[src/sv/rpb_pkg.sv]
// Shared types and constants of the RGB palette builder.
package rpb_pkg;

    // Field widths fixed by the pixel and result formats.
    localparam int CompW  = 8;
    localparam int ColorW = 24;
    localparam int IdxW   = 8;
    localparam int CountW = 9;
    localparam int CfgIdxW = 1;

    // Configuration register indexes.
    typedef enum logic [CfgIdxW-1:0] {
        REG_TR_ENABLE = 1'b0,
        REG_TR_COLOR  = 1'b1
    } rpb_reg_t;

    // Search token that walks the cell chain, one cell per cycle.
    typedef struct packed {
        logic              valid;
        logic              done;
        logic              fresh;
        logic [IdxW-1:0]   idx;
        logic [ColorW-1:0] color;
    } rpb_tok_t;

    // One finished result.
    typedef struct packed {
        logic [IdxW-1:0]   color_index;
        logic              is_new;
        logic              overflow;
        logic [CountW-1:0] color_count;
    } rpb_res_t;

endpackage

[src/sv/rpb_cell.sv]
// One palette cell: holds one entry and compares or appends as the token passes.
module rpb_cell
    import rpb_pkg::*;
#(
    parameter int CELL_IDX = 0
)
(
    input  logic              clk,
    input  logic              rst_n,
    input  rpb_tok_t          tok_in,
    input  logic [CountW-1:0] count,
    input  logic              load_en,
    input  logic [ColorW-1:0] load_color,
    output rpb_tok_t          tok_out
);

    localparam logic [CountW-1:0] CellPos = CountW'(CELL_IDX);

    logic [ColorW-1:0] entry_reg;
    rpb_tok_t          tok_reg;
    rpb_tok_t          tok_next;
    logic              searching;
    logic              hit;
    logic              append;

    // An entry takes part in the compare only when it is below the fill count.
    assign searching = tok_in.valid && !tok_in.done;
    assign hit       = searching && (CellPos < count) && (entry_reg == tok_in.color);
    assign append    = searching && (CellPos == count);

    // Resolve the token here on a hit or on the first free entry.
    always_comb
    begin
        tok_next = tok_in;
        if (hit || append)
        begin
            tok_next.done  = 1'b1;
            tok_next.fresh = append;
            tok_next.idx   = CellPos[IdxW-1:0];
        end
    end

    // Entry storage: written by an append or by the key preload.
    always_ff @(posedge clk)
    begin
        if (load_en)
        begin
            entry_reg <= load_color;
        end
        else if (append)
        begin
            entry_reg <= tok_in.color;
        end
    end

    // Hand the token to the next cell.
    always_ff @(posedge clk or negedge rst_n)
    begin
        if (!rst_n)
        begin
            tok_reg <= '0;
        end
        else
        begin
            tok_reg <= tok_next;
        end
    end

    assign tok_out = tok_reg;

endmodule

[config.mk]
export PLATFORM = sky130hd
export DESIGN_NAME = rpb_cell
export DESIGN_NICKNAME = d
export VERILOG_FILES = /design/src/sv/rpb_pkg.sv /design/src/sv/rpb_cell.sv
export SDC_FILE = /design/constraint.sdc
export NUM_CORES = 1
export LEC_CHECK = 0
export BUFFER_PORTS_ARGS = -buffer_cell sky130_fd_sc_hd__clkbuf_2
export CAP_MARGIN = 20
export CORE_ASPECT_RATIO = 1.1
export CORE_MARGIN = 2
export CORE_UTILIZATION = 40
export CTS_CLUSTER_SIZE = 16
export DETAILED_ROUTE_END_ITERATION = 10
export MAX_ROUTING_LAYER = met4
export PLACE_DENSITY = 0.77
export SYNTH_ARGS = -nofsm -noshare
export SYNTH_HDL_FRONTEND = slang
export SYNTH_SLANG_ARGS = --single-unit
[constraint.sdc]
create_clock -name clk -period 1.9 [get_ports clk]
set_input_delay 0.285 -clock clk [delete_from_list [all_inputs] [get_ports clk]]
set_output_delay 0.285 -clock clk [all_outputs]
set_load 0.01 [all_outputs]
==> load_flow_metrics.sql <==
INSERT INTO impl_metrics (metric_group, metric, value, unit) VALUES
('sta', 'finalSetupTns', '0', 'ns'),
('pwr', 'p_leak', '1.44', 'nW'),
('worst_setup_path', 'rr_endpoint', 'tok_out[28]', ''),
('logic_synthesis', 'synth-edff-count', '24', ''),
('logic_synthesis', 'synthMuxAreaShare', '11.7', '%'),
('worst_setup_path', 'regToRegSetupSlack', '0.21', 'ns'),
('status', 'run_status', 'completed', ''),
('min_path', 'hold_path.class', 'in -> async', ''),
('logic_synthesis', 'yosys.area_share.adder', '0', '%'),
('drt', 'ant_nets', '0', ''),
('global_route', 'grt_first_pass_wirelength', '7510', 'um'),
('logic_synthesis', 'synth.top_cells.by_area', 'dfrtp_1 (38%), edfxtp_1 (31%), mux2_2 (12%)', ''),
('logic_synthesis', 'post_synth_instance_area', '0.00231', 'mm^2'),
('die', 'floorplan.core_area', '0.00566', 'mm^2'),
('die', 'io-pin-count', '106', ''),
('cells_and_area', 'layout-drive-gt1-share', '58.5', '%'),
('logic_synthesis', 'synth_top_area_cell', 'dfrtp_1', ''),
('drt', 'route.met3.wl', '261', 'um'),
('clock_tree', 'ctsResizeCount', '0', ''),
('drt', 'route.top_layer_used', 'met4', ''),
('clock_tree', 'cts_bufs_inserted', '9', ''),
('sta', 'finClkSkew', '0.00760', 'ns'),
('logic_synthesis', 'synthesis.instances', '137', ''),
('logic_synthesis', 'synth_top_family_by_area', 'multiplexers', ''),
('pwr', 'cellPowerDensity', '872', 'mW/mm^2'),
('clock_tree', 'max-clock-path-buffers', '2', ''),
('logic_synthesis', 'ys_async_sr_fraction', '59.3', '%'),
('global_route', 'globalRouteTotalUtil', '16.0', '%'),
('global_route', 'grt_antenna_before_repair', '0', ''),
('die', 'die_h', '83.7', 'um'),
('logic_synthesis', 'ys_warn_count', '0', ''),
('global_route', 'grt_start_max_net_pins', '36', ''),
('logic_synthesis', 'post_synth_most_frequent_cells', 'dfrtp_1 (35), edfxtp_1 (24), mux2_2 (24)', ''),
('logic_synthesis', 'mappedNetlistNets', '208', ''),
('logic_synthesis', 'postSynthRegisterBits', '59', ''),
('logic_synthesis', 'synth.lib_cells_used.distinct', '22', ''),
('die', 'die_x', '76.4', 'um'),
('clock_tree', 'cts_tree', 'built', ''),
('worst_setup_path', 'worstPathRequired', '2.10', 'ns'),
('logic_synthesis', 'dominantRegCellSynth', 'dfrtp_1', ''),
('worst_setup_path', 'worst-endpoint-arrival', '1.89', 'ns'),
('worst_setup_path', 'endpoint_kind_of_the_worst_setup_timing_path', 'flop', ''),
('sta', 'worst_pin_slew', '0.846', 'ns'),
('sta', 'timing.final.setup_violations', '0', ''),
('logic_synthesis', 'synth_compound_area_share', '1.25', '%'),
('sta', 'maxClockFrequency', '591', 'MHz'),
('drt', 'wl_per_cell', '13.8', 'um'),
('sta', 'min_period_over_period', '89.0', '%'),
('clock_tree', 'cts.reportedPaths.clkPinSlew', '0.06', 'ns'),
('die', 'core.rowCount', '29', ''),
('drt', 'post_drt_via_cell_ratio', '4.49', ''),
('sta', 'max-slew-margin-rel', '43.6', '%'),
('clock_tree', 'post_cts_hold_buffer_count', '0', ''),
('placed_design', 'port-buffer-count', '105', ''),
('logic_synthesis', 'synth_simple_gate_area_share', '8.13', '%'),
('worst_setup_path', 'crit_path_start', 'entry_reg[11]', ''),
('placed_design', 'dp_hpwl', '3660', 'um'),
('worst_setup_path', 'timing.reg2reg.worst_path_depth', '5', ''),
('drt', 'detailedRoute.firstPassIterationCount', '4', ''),
('clock_tree', 'number_of_buffers_inserted_by_post_cts_setup_repair', '0', ''),
('cells_and_area', 'insertedDiodeCount', '0', ''),
('logic_synthesis', 'yosys.area_share.xor_xnor', '9.11', '%'),
('logic_synthesis', 'netlist.area_leader.share', '38.0', '%'),
('placed_design', 'finalWeightedCongestion', '0.765', ''),
('cells_and_area', 'largest_register_ffs', '35', ''),
('clock_tree', 'clock_insertion_delay_worst_skew', '0.32', 'ns'),
('die', 'die-area', '0.00639', 'mm^2'),
('worst_setup_path', 'worstPathMaxFanout', '9', ''),
('logic_synthesis', 'yosys.cell_count.top_type', 'dfrtp_1', ''),
('sta', 'setup_repair_after_global_routing_missed_its_margin', 'false', ''),
('drt', 'met1Wirelength', '1900', 'um');
[where the power goes]
| part | internal, W | switching [W] | total, W |
|---|---|---|---|
| clock network | 0.000534 | 0.000433 | 0.000967 |
| logic | 0.000176 | 0.000157 | 0.000333 |
| registers | 0.00142 | 0.0000307 | 0.00146 |
| total | 0.00214 | 0.000620 | 0.00276 |
[cell usage in the layout (no fill, tap or decap), drive strengths merged]
master  count
nand4       3
xor2       11
and2        8
clkinv      3
nor3        2
dfrtp      35
edfxtp     24
nor3b       1
mux2       24
a31oi       1
clkbuf    118
and3        1
or2         1
nor4        4
nand3       2
xnor2      13
buf         5
nand3b      1
a21o        1
nor2        1
nand2b      1
[logic make-up (layout without fill, tap and decap cells)]
family,count (synthesis),in the layout
mux,24,24
flops,59,59
buf+inv,3,126
xor+xnor,24,24
compound gates,2,2
simple gates,25,25
[critical path, stage by stage (launching register included)]
cell,delay (ns)
edfxtp_1,0.38
xor2_1,0.17
nor4_1,0.43
and3_4,0.27
a31oi_4,0.12
and2_1,0.19
[layout make-up]
type,count,area [um^2]
clock buffers,13,159
clock inverters,3,12.5
multi-input cells,75,697
fillers,488,2500
repair buffers,110,601
well taps,77,96.3
flip-flops and latches,59,1600
[how the worst max path moves through the flow]
| stage | to | depth (start not counted) | slack (ns) |
|---|---|---|---|
| final | tok_out[28] | 5 | 0.21 |
| after global routing | tok_out[30] | 5 | 0.16 |
| after CTS | tok_out[27] | 5 | 0.21 |
| after detailed placement | entry_reg[10] | 6 | 0.15 |
| after global placement | entry_reg[5] | 6 | 0.15 |
| after floorplan | entry_reg[0] | 4 | 0.14 |
[per-layer routing]
metal  GRT usage, %  vias up
met5              -        -
met4           7.44        0
met3           3.79       10
met2           27.2       69
met1           18.0      711
li1               -      723
[stage by stage]
step | hold WS (ns) | cells | utilization [%] | instance area [um^2] | setup WS (ns)
finish | 0.0648 | 337 | 55.9 | 3160 | 0.209
detailed placement | 0.428 | 321 | 52.8 | 2990 | 0.148
global route | 0.101 | 337 | 55.9 | 3160 | 0.156
CTS | 0.0864 | 337 | 55.9 | 3160 | 0.211
floorplan | -0.0106 | 137 | - | 2310 | 0.142
global placement | 0.422 | 321 | 52.8 | 2990 | 0.152
Power figures use the tool's default switching activity.
