File: src/sv/rpb_pkg.sv
// Shared types and constants of the RGB palette builder.
package rpb_pkg;

    // Field widths fixed by the pixel and result formats.
    localparam int CompW  = 8;
    localparam int ColorW = 24;
    localparam int IdxW   = 8;
    localparam int CountW = 9;
    localparam int CfgIdxW = 1;

    // Configuration register indexes.
    typedef enum logic [CfgIdxW-1:0] {
        REG_TR_ENABLE = 1'b0,
        REG_TR_COLOR  = 1'b1
    } rpb_reg_t;

    // Search token that walks the cell chain, one cell per cycle.
    typedef struct packed {
        logic              valid;
        logic              done;
        logic              fresh;
        logic [IdxW-1:0]   idx;
        logic [ColorW-1:0] color;
    } rpb_tok_t;

    // One finished result.
    typedef struct packed {
        logic [IdxW-1:0]   color_index;
        logic              is_new;
        logic              overflow;
        logic [CountW-1:0] color_count;
    } rpb_res_t;

endpackage

File: src/sv/rpb_if.sv
// Channel interfaces of the RGB palette builder: pixels, results and configuration.
interface rpb_pix_if
    import rpb_pkg::*;
();
    logic              valid;
    logic              ready;
    logic [CompW-1:0]  red;
    logic [CompW-1:0]  green;
    logic [CompW-1:0]  blue;
    logic              first_pixel;

    modport source (output valid, red, green, blue, first_pixel, input ready);
    modport sink   (input valid, red, green, blue, first_pixel, output ready);
endinterface

interface rpb_res_if
    import rpb_pkg::*;
();
    logic              valid;
    logic              ready;
    logic [IdxW-1:0]   color_index;
    logic              is_new;
    logic              overflow;
    logic [CountW-1:0] color_count;

    modport source (output valid, color_index, is_new, overflow, color_count, input ready);
    modport sink   (input valid, color_index, is_new, overflow, color_count, output ready);
endinterface

interface rpb_cfg_if
    import rpb_pkg::*;
();
    logic               valid;
    logic               ready;
    logic [CfgIdxW-1:0] index;
    logic [ColorW-1:0]  data;

    modport source (output valid, index, data, input ready);
    modport sink   (input valid, index, data, output ready);
endinterface

File: src/sv/rpb_ctrl.sv
// Controller: handshakes, configuration, fill count, overflow and result staging.
module rpb_ctrl
    import rpb_pkg::*;
(
    input  logic              clk,
    input  logic              rst_n,
    rpb_pix_if.sink           pix,
    rpb_res_if.source         res,
    rpb_cfg_if.sink           cfg,
    input  rpb_tok_t          tok_exit,
    output rpb_tok_t          tok_launch,
    output logic [CountW-1:0] count,
    output logic              key_load,
    output logic [ColorW-1:0] key_color
);

    typedef enum logic [2:0] {
        S_IDLE   = 3'b001,
        S_SEARCH = 3'b010,
        S_HOLD   = 3'b100
    } state_t;

    state_t            state_reg;
    state_t            state_next;
    logic              tr_en_reg;
    logic [ColorW-1:0] tr_color_reg;
    logic [CountW-1:0] count_reg;
    logic [CountW-1:0] count_next;
    logic              ovf_reg;
    logic              ovf_next;
    rpb_tok_t          launch_reg;
    rpb_tok_t          launch_next;
    rpb_res_t          pend_reg;
    rpb_res_t          pend_next;
    rpb_res_t          out_reg;
    logic              out_valid_reg;
    logic              accept;
    logic              out_free;
    logic [CountW-1:0] start_count;
    logic              start_ovf;

    assign pix.ready = (state_reg == S_IDLE);
    assign cfg.ready = 1'b1;
    assign accept    = pix.valid && pix.ready;
    assign out_free  = !out_valid_reg || res.ready;

    // Palette state as the pixel sees it, after an optional clear.
    assign start_count = pix.first_pixel ? CountW'(tr_en_reg) : count_reg;
    assign start_ovf   = pix.first_pixel ? 1'b0 : ovf_reg;

    assign key_load  = accept && pix.first_pixel && tr_en_reg;
    assign key_color = tr_color_reg;

    // Sequencing of one pixel: launch and wait for the chain, or skip the search under overflow; stage the result.
    always_comb
    begin
        state_next  = state_reg;
        count_next  = count_reg;
        ovf_next    = ovf_reg;
        pend_next   = pend_reg;
        launch_next = launch_reg;
        launch_next.valid = 1'b0;
        unique case (state_reg)
            S_IDLE:
            begin
                if (accept)
                begin
                    count_next = start_count;
                    ovf_next   = start_ovf;
                    if (start_ovf)
                    begin
                        pend_next.color_index = '0;
                        pend_next.is_new      = 1'b0;
                        pend_next.overflow    = 1'b1;
                        pend_next.color_count = start_count;
                        state_next            = S_HOLD;
                    end
                    else
                    begin
                        launch_next.valid = 1'b1;
                        launch_next.done  = 1'b0;
                        launch_next.fresh = 1'b0;
                        launch_next.idx   = '0;
                        launch_next.color = {pix.red, pix.green, pix.blue};
                        state_next        = S_SEARCH;
                    end
                end
            end
            S_SEARCH:
            begin
                if (tok_exit.valid)
                begin
                    if (tok_exit.done)
                    begin
                        count_next = count_reg + CountW'(tok_exit.fresh);
                        pend_next.color_index = tok_exit.idx;
                        pend_next.is_new      = tok_exit.fresh;
                        pend_next.overflow    = 1'b0;
                        pend_next.color_count = count_reg + CountW'(tok_exit.fresh);
                    end
                    else
                    begin
                        ovf_next = 1'b1;
                        pend_next.color_index = '0;
                        pend_next.is_new      = 1'b0;
                        pend_next.overflow    = 1'b1;
                        pend_next.color_count = count_reg;
                    end
                    state_next = S_HOLD;
                end
            end
            S_HOLD:
            begin
                if (out_free)
                begin
                    state_next = S_IDLE;
                end
            end
            default:
            begin
                state_next = S_IDLE;
            end
        endcase
    end

    // Control registers.
    always_ff @(posedge clk or negedge rst_n)
    begin
        if (!rst_n)
        begin
            state_reg        <= S_IDLE;
            count_reg        <= '0;
            ovf_reg          <= 1'b0;
            launch_reg       <= '0;
            out_valid_reg    <= 1'b0;
            tr_en_reg        <= 1'b0;
            tr_color_reg     <= '0;
        end
        else
        begin
            state_reg        <= state_next;
            count_reg        <= count_next;
            ovf_reg          <= ovf_next;
            launch_reg       <= launch_next;
            if (state_reg == S_HOLD && out_free)
            begin
                out_valid_reg <= 1'b1;
            end
            else if (res.ready)
            begin
                out_valid_reg <= 1'b0;
            end
            if (cfg.valid && cfg.ready)
            begin
                unique case (rpb_reg_t'(cfg.index))
                    REG_TR_ENABLE: tr_en_reg    <= cfg.data[0];
                    REG_TR_COLOR:  tr_color_reg <= cfg.data;
                    default:       tr_en_reg    <= tr_en_reg;
                endcase
            end
        end
    end

    // Payload registers.
    always_ff @(posedge clk)
    begin
        pend_reg         <= pend_next;
        if (state_reg == S_HOLD && out_free)
        begin
            out_reg <= pend_reg;
        end
    end

    assign tok_launch      = launch_reg;
    assign count           = count_reg;
    assign res.valid       = out_valid_reg;
    assign res.color_index = out_reg.color_index;
    assign res.is_new      = out_reg.is_new;
    assign res.overflow    = out_reg.overflow;
    assign res.color_count = out_reg.color_count;

endmodule

File: src/flat_wrapper.sv
// flat-port wrapper written by rule: the top's interface ports become plain ports
module rpb_ctrl_flat import rpb_pkg::*;
  (clk, rst_n, tok_exit, tok_launch, count, key_load, key_color, pix_valid, pix_red, pix_green, pix_blue, pix_first_pixel, pix_ready, res_valid, res_color_index, res_is_new, res_overflow, res_color_count, res_ready, cfg_valid, cfg_index, cfg_data, cfg_ready);
  rpb_pix_if pix_i ();
  rpb_res_if res_i ();
  rpb_cfg_if cfg_i ();
  input  logic clk;
  input  logic rst_n;
  input  rpb_tok_t tok_exit;
  output rpb_tok_t tok_launch;
  output logic [CountW-1:0] count;
  output logic key_load;
  output logic [ColorW-1:0] key_color;
  input wire logic [$bits(pix_i.valid)-1:0] pix_valid;
  input wire logic [$bits(pix_i.red)-1:0] pix_red;
  input wire logic [$bits(pix_i.green)-1:0] pix_green;
  input wire logic [$bits(pix_i.blue)-1:0] pix_blue;
  input wire logic [$bits(pix_i.first_pixel)-1:0] pix_first_pixel;
  output wire logic [$bits(pix_i.ready)-1:0] pix_ready;
  output wire logic [$bits(res_i.valid)-1:0] res_valid;
  output wire logic [$bits(res_i.color_index)-1:0] res_color_index;
  output wire logic [$bits(res_i.is_new)-1:0] res_is_new;
  output wire logic [$bits(res_i.overflow)-1:0] res_overflow;
  output wire logic [$bits(res_i.color_count)-1:0] res_color_count;
  input wire logic [$bits(res_i.ready)-1:0] res_ready;
  input wire logic [$bits(cfg_i.valid)-1:0] cfg_valid;
  input wire logic [$bits(cfg_i.index)-1:0] cfg_index;
  input wire logic [$bits(cfg_i.data)-1:0] cfg_data;
  output wire logic [$bits(cfg_i.ready)-1:0] cfg_ready;
  assign pix_i.valid = pix_valid;
  assign pix_i.red = pix_red;
  assign pix_i.green = pix_green;
  assign pix_i.blue = pix_blue;
  assign pix_i.first_pixel = pix_first_pixel;
  assign pix_ready = pix_i.ready;
  assign res_valid = res_i.valid;
  assign res_color_index = res_i.color_index;
  assign res_is_new = res_i.is_new;
  assign res_overflow = res_i.overflow;
  assign res_color_count = res_i.color_count;
  assign res_i.ready = res_ready;
  assign cfg_i.valid = cfg_valid;
  assign cfg_i.index = cfg_index;
  assign cfg_i.data = cfg_data;
  assign cfg_ready = cfg_i.ready;
  rpb_ctrl u_core (.clk(clk), .rst_n(rst_n), .pix(pix_i), .res(res_i), .cfg(cfg_i), .tok_exit(tok_exit), .tok_launch(tok_launch), .count(count), .key_load(key_load), .key_color(key_color));
endmodule
File: config.mk
export PLATFORM = sky130hd
export DESIGN_NAME = rpb_ctrl_flat
export DESIGN_NICKNAME = d
export VERILOG_FILES = /design/src/sv/rpb_pkg.sv /design/src/sv/rpb_if.sv /design/src/sv/rpb_ctrl.sv /design/src/flat_wrapper.sv
export SDC_FILE = /design/constraint.sdc
export NUM_CORES = 1
export LEC_CHECK = 0
export ABC_AREA = 1
export CAP_MARGIN = 20
export CORE_MARGIN = 3
export CORE_UTILIZATION = 50
export DETAILED_ROUTE_END_ITERATION = 12
export DONT_BUFFER_PORTS = 1
export GPL_ROUTABILITY_DRIVEN = 0
export SYNTH_ARGS = -nofsm -noshare
export SYNTH_HDL_FRONTEND = slang
export SYNTH_SLANG_ARGS = --single-unit
File: constraint.sdc
create_clock -name clk -period 2.75 [get_ports clk]
set_clock_uncertainty 0.1 [all_clocks]
set_input_delay 0.275 -clock clk [delete_from_list [all_inputs] [get_ports clk]]
set_output_delay 0.275 -clock clk [all_outputs]
set_load 0.05 [all_outputs]
==> results by group <==
Power and ir drop
  • Reg power frac: 60.4%
  • Clk network pwr share: 20.4%
  • Pint: 0.003022 W
  • Sw frac: 44.33%
  • Lkg Pwr: 2.335 nW
  • Switching pwr: 0.002407 W
  • VDD IR-drop max: 0.6579 mV
  • Power per cell area: 1056 nW/µm²
  • Combinational power share: 19.2%

Final layout
  • Fill cell count: 675
  • Area delta synth->final: 19.65%
  • Layout cells sized above 1: 13.70%
  • Max FFs per register: 25
  • Non-Filler Instances: 565
  • Ant diodes: 0
  • Core Util, Final: 61.96%
  • Multi-input gate area: 1296 µm²
  • Final #Nets: 547
  • Register area: 2744 µm²

Worst setup path
  • Worst Path Required: 2.94 ns
  • Worst setup EP type: flop
  • CP arrival: 2.24 ns
  • Startpoint type of the worst setup path: flop
  • Critical-path maximum fanout: 14
  • Most common cell on crit path: nand2_1
  • Reg2reg path depth: 8
  • Worst path cell trace: inv_2, nand3_4, inv_2, nand2_1, nand2_1, nor2_4, nand2_1, nand2_1
  • Critical Path Max Stage Delay: 0.57 ns
  • Setup CP Type: reg -> reg
  • Worst path slowest cell: dfstp_2

Synth
  • Cell Area, Synth: 4298 µm²
  • Syn Area/Cell: 10.80 µm²
  • Post-Synthesis Cells: 398
  • Synth warnings: 0
  • Sequential-to-total area share from yosys stat: 63.84%
  • Library cells used by synthesis: 31
  • #FFs+latches synth: 102

Clock network
  • Clock slew at reported path FFs: 0.10 ns
  • CTS H-Tree Depth: 3
  • Clk sink count: 102
  • Post-CTS Setup Inserts: 0
  • TritonCTS clock tree: built
  • Root buffer cell: clkbuf_8
  • CTS buffer count: 9
  • Longest Clk Path Bufs: 2
  • CTS resizes: 0
  • Skew-Pair Late Insertion Delay: 0.35 ns
  • Post-CTS Hold Buffers: 53

GRT
  • First-pass GRT wire length: 14400 µm
  • Total grt overflow: 0
  • Pin count of the biggest net entering global routing: 65
  • Initial antenna violation count: 0
  • Vias in the first global route: 2887
  • Global Route Usage Sum: 18.80%

Timing
  • Fin crit period: 2.046 ns
  • Pins over their slew limit: 0
  • Number of hold violations in the final report: 0
  • Setup_tns: 0 ns
  • Endpoints failing setup: 0
  • F_max: 0.4889 GHz
  • RSZ-0062 raised after global routing: false
  • Slew margin rel.: 36.48%
  • Final period util: 74.38%
  • Actual slew at the worst max-slew pin: 0.9505 ns

Routing
  • Vias per inst: 5.011
  • Initial DRC count: 78
  • Via count: 2831
  • Drt total wl: 8833 µm
  • Drt wl/cell: 15.63 µm
  • DRC viols: 0
  • Antenna viol nets, final: 0
  • Drt pass-1 iters: 4

Floorplanning
  • Die height: 98.72 µm
  • Die width: 98.72 µm
  • Die footprint: 9745 µm²
  • Core area: 8299 µm²
  • IO Count: 181
  • Initial Util: 51.79%
  • Row Count: 33

Place
  • Port Buffers: 0
  • Post-DP HPWL: 5764 µm
  • Post-Place Cells: 496

Worst hold path
  • Hold-critical path depth: 2
  • Hold Crit Class: in -> reg

Outcome
  • Outcome: finished, final reports clean

Run
  • # Max-Cap Violations: 0
[layout make-up]
cell class	count	area share, %
Clock inverter	7	2.336
Sequential cell	102	53.36
Multi-Input combinational cell	248	25.21
Inverter	35	2.603
Clock buffer	9	2.409
Timing Repair Buffer	59	11.53
Tap cell	105	2.555
[stage by stage]
stage / hold WS, ns / setup slack, ns / total power, W / cell area, µm²
2_1_floorplan: -0.1206 / 0.5209 / 0.004046 / 4332
3_3_place_gp: -0.1194 / 0.7383 / 0.004229 / 4350
3_5_place_dp: -0.1192 / 0.7037 / 0.004284 / 4350
4_1_cts: 0.01009 / 0.6862 / 0.005475 / 5142
5_1_grt: 0.01179 / 0.5750 / 0.005707 / 5142
6_report: 0.02678 / 0.7044 / 0.005429 / 5142
[path summary, 6_finish.rpt]
path | from | to | slack, ns
worst min-delay path | tok_exit[24] | u_core.pend_reg[11] | 0.03
worst min register to register | u_core.pend_reg[1] | u_core.res.color_count[1] | 0.32
min in group asynchronous | rst_n | u_core.count[0] | 0.36
worst max register to register | u_core.state_reg[0] | u_core.count[3] | 0.70
max in group asynchronous | rst_n | u_core.state_reg[0] | 1.87
worst max-delay path | u_core.state_reg[0] | u_core.count[3] | 0.70
[cell usage after synthesis]
cell      instances  area, µm²
o31ai_1           1      7.510
nand3_1          25      125.1
inv_4             1      6.260
o21ai_0           3      15.01
o21ai_1           1      5.000
dfrtp_1          63       1577
dfstp_2           1      26.28
buf_2             6      30.03
conb_1            2      7.510
buf_4            14      105.1
nor2_1           24      90.09
mux2_2           23      259.0
nor3_1            1      5.000
nand3_4           3      52.55
a31oi_1           2      12.51
clkinv_1          1      3.750
edfxtp_1         38       1141
a21oi_1           2      10.01
nand2_1         134      503.0
ha_1              2      25.02
nand2_4           1      11.26
o22ai_1           1      6.260
nor2_8            1      20.02
xor2_1            2      17.52
o211ai_1          7      52.55
inv_2             6      22.52
inv_1            27      101.4
buf_6             2      22.52
o21ai_2           1      8.760
nand2_2           1      6.260
nor2_4            2      22.52
[worst max-delay path, delay by kind of cell, from the launching register on]
| kind | cells | cell delay, ns |
|---|---|---|
| flip-flops | 1 | 0.57 |
| buffers and inverters | 2 | 0.21 |
| AND/OR/NAND/NOR | 6 | 1.10 |
[routing by layer]
metal | GRT usage (%) | vias to the layer above | wire (µm) | part of all wire [%]
met5 | 0 | - | 0 | 0
met4 | 5.672 | 0 | 104 | 1.2
met3 | 5.520 | 9 | 588 | 6.7
met2 | 31.83 | 95 | 4543 | 51
met1 | 23.47 | 1350 | 3597 | 41
li1 | - | 1377 | - | -
[cell families after synthesis]
group,synth area share [%]
compound gates,2.736
buf+inv,6.783
simple gates,19.45
fa+ha+maj,0.5821
xor+xnor,0.4076
other cells,0.1747
flops,63.84
mux,6.026
[power by group through the flow]
stage               registers (W)  logic [W]  clock network [W]
finish                    0.00328    0.00104            0.00111
CTS                       0.00329    0.00105            0.00114
global route              0.00332    0.00118            0.00121
floorplan                 0.00328   0.000765                  0
detailed placement        0.00331   0.000969                  0
global placement          0.00330   0.000927                  0
[layout by cell type (no fill, tap or decap), types with 2 or more instances in the layout]
| cell | Yosys | layout |
|---|---|---|
| a31oi_1 | 2 | 2 |
| nand2_1 | 134 | 134 |
| nand3_4 | 3 | 3 |
| inv_2 | 6 | 6 |
| conb_1 | 2 | 11 |
| o21ai_0 | 3 | 3 |
| nand3_1 | 25 | 25 |
| xor2_1 | 2 | 2 |
| dlygate4sd3_1 | 0 | 52 |
| dfrtp_1 | 63 | 63 |
| nor2_1 | 24 | 24 |
| edfxtp_1 | 38 | 38 |
| o211ai_1 | 7 | 7 |
| nor2_4 | 2 | 2 |
| mux2_2 | 23 | 23 |
| a21oi_1 | 2 | 2 |
| clkbuf_8 | 0 | 9 |
| ha_1 | 2 | 2 |
| inv_6 | 0 | 2 |
| bufinv_16 | 0 | 3 |
| inv_1 | 27 | 27 |
| buf_4 | 14 | 6 |
(Power assumes the default switching activity.)
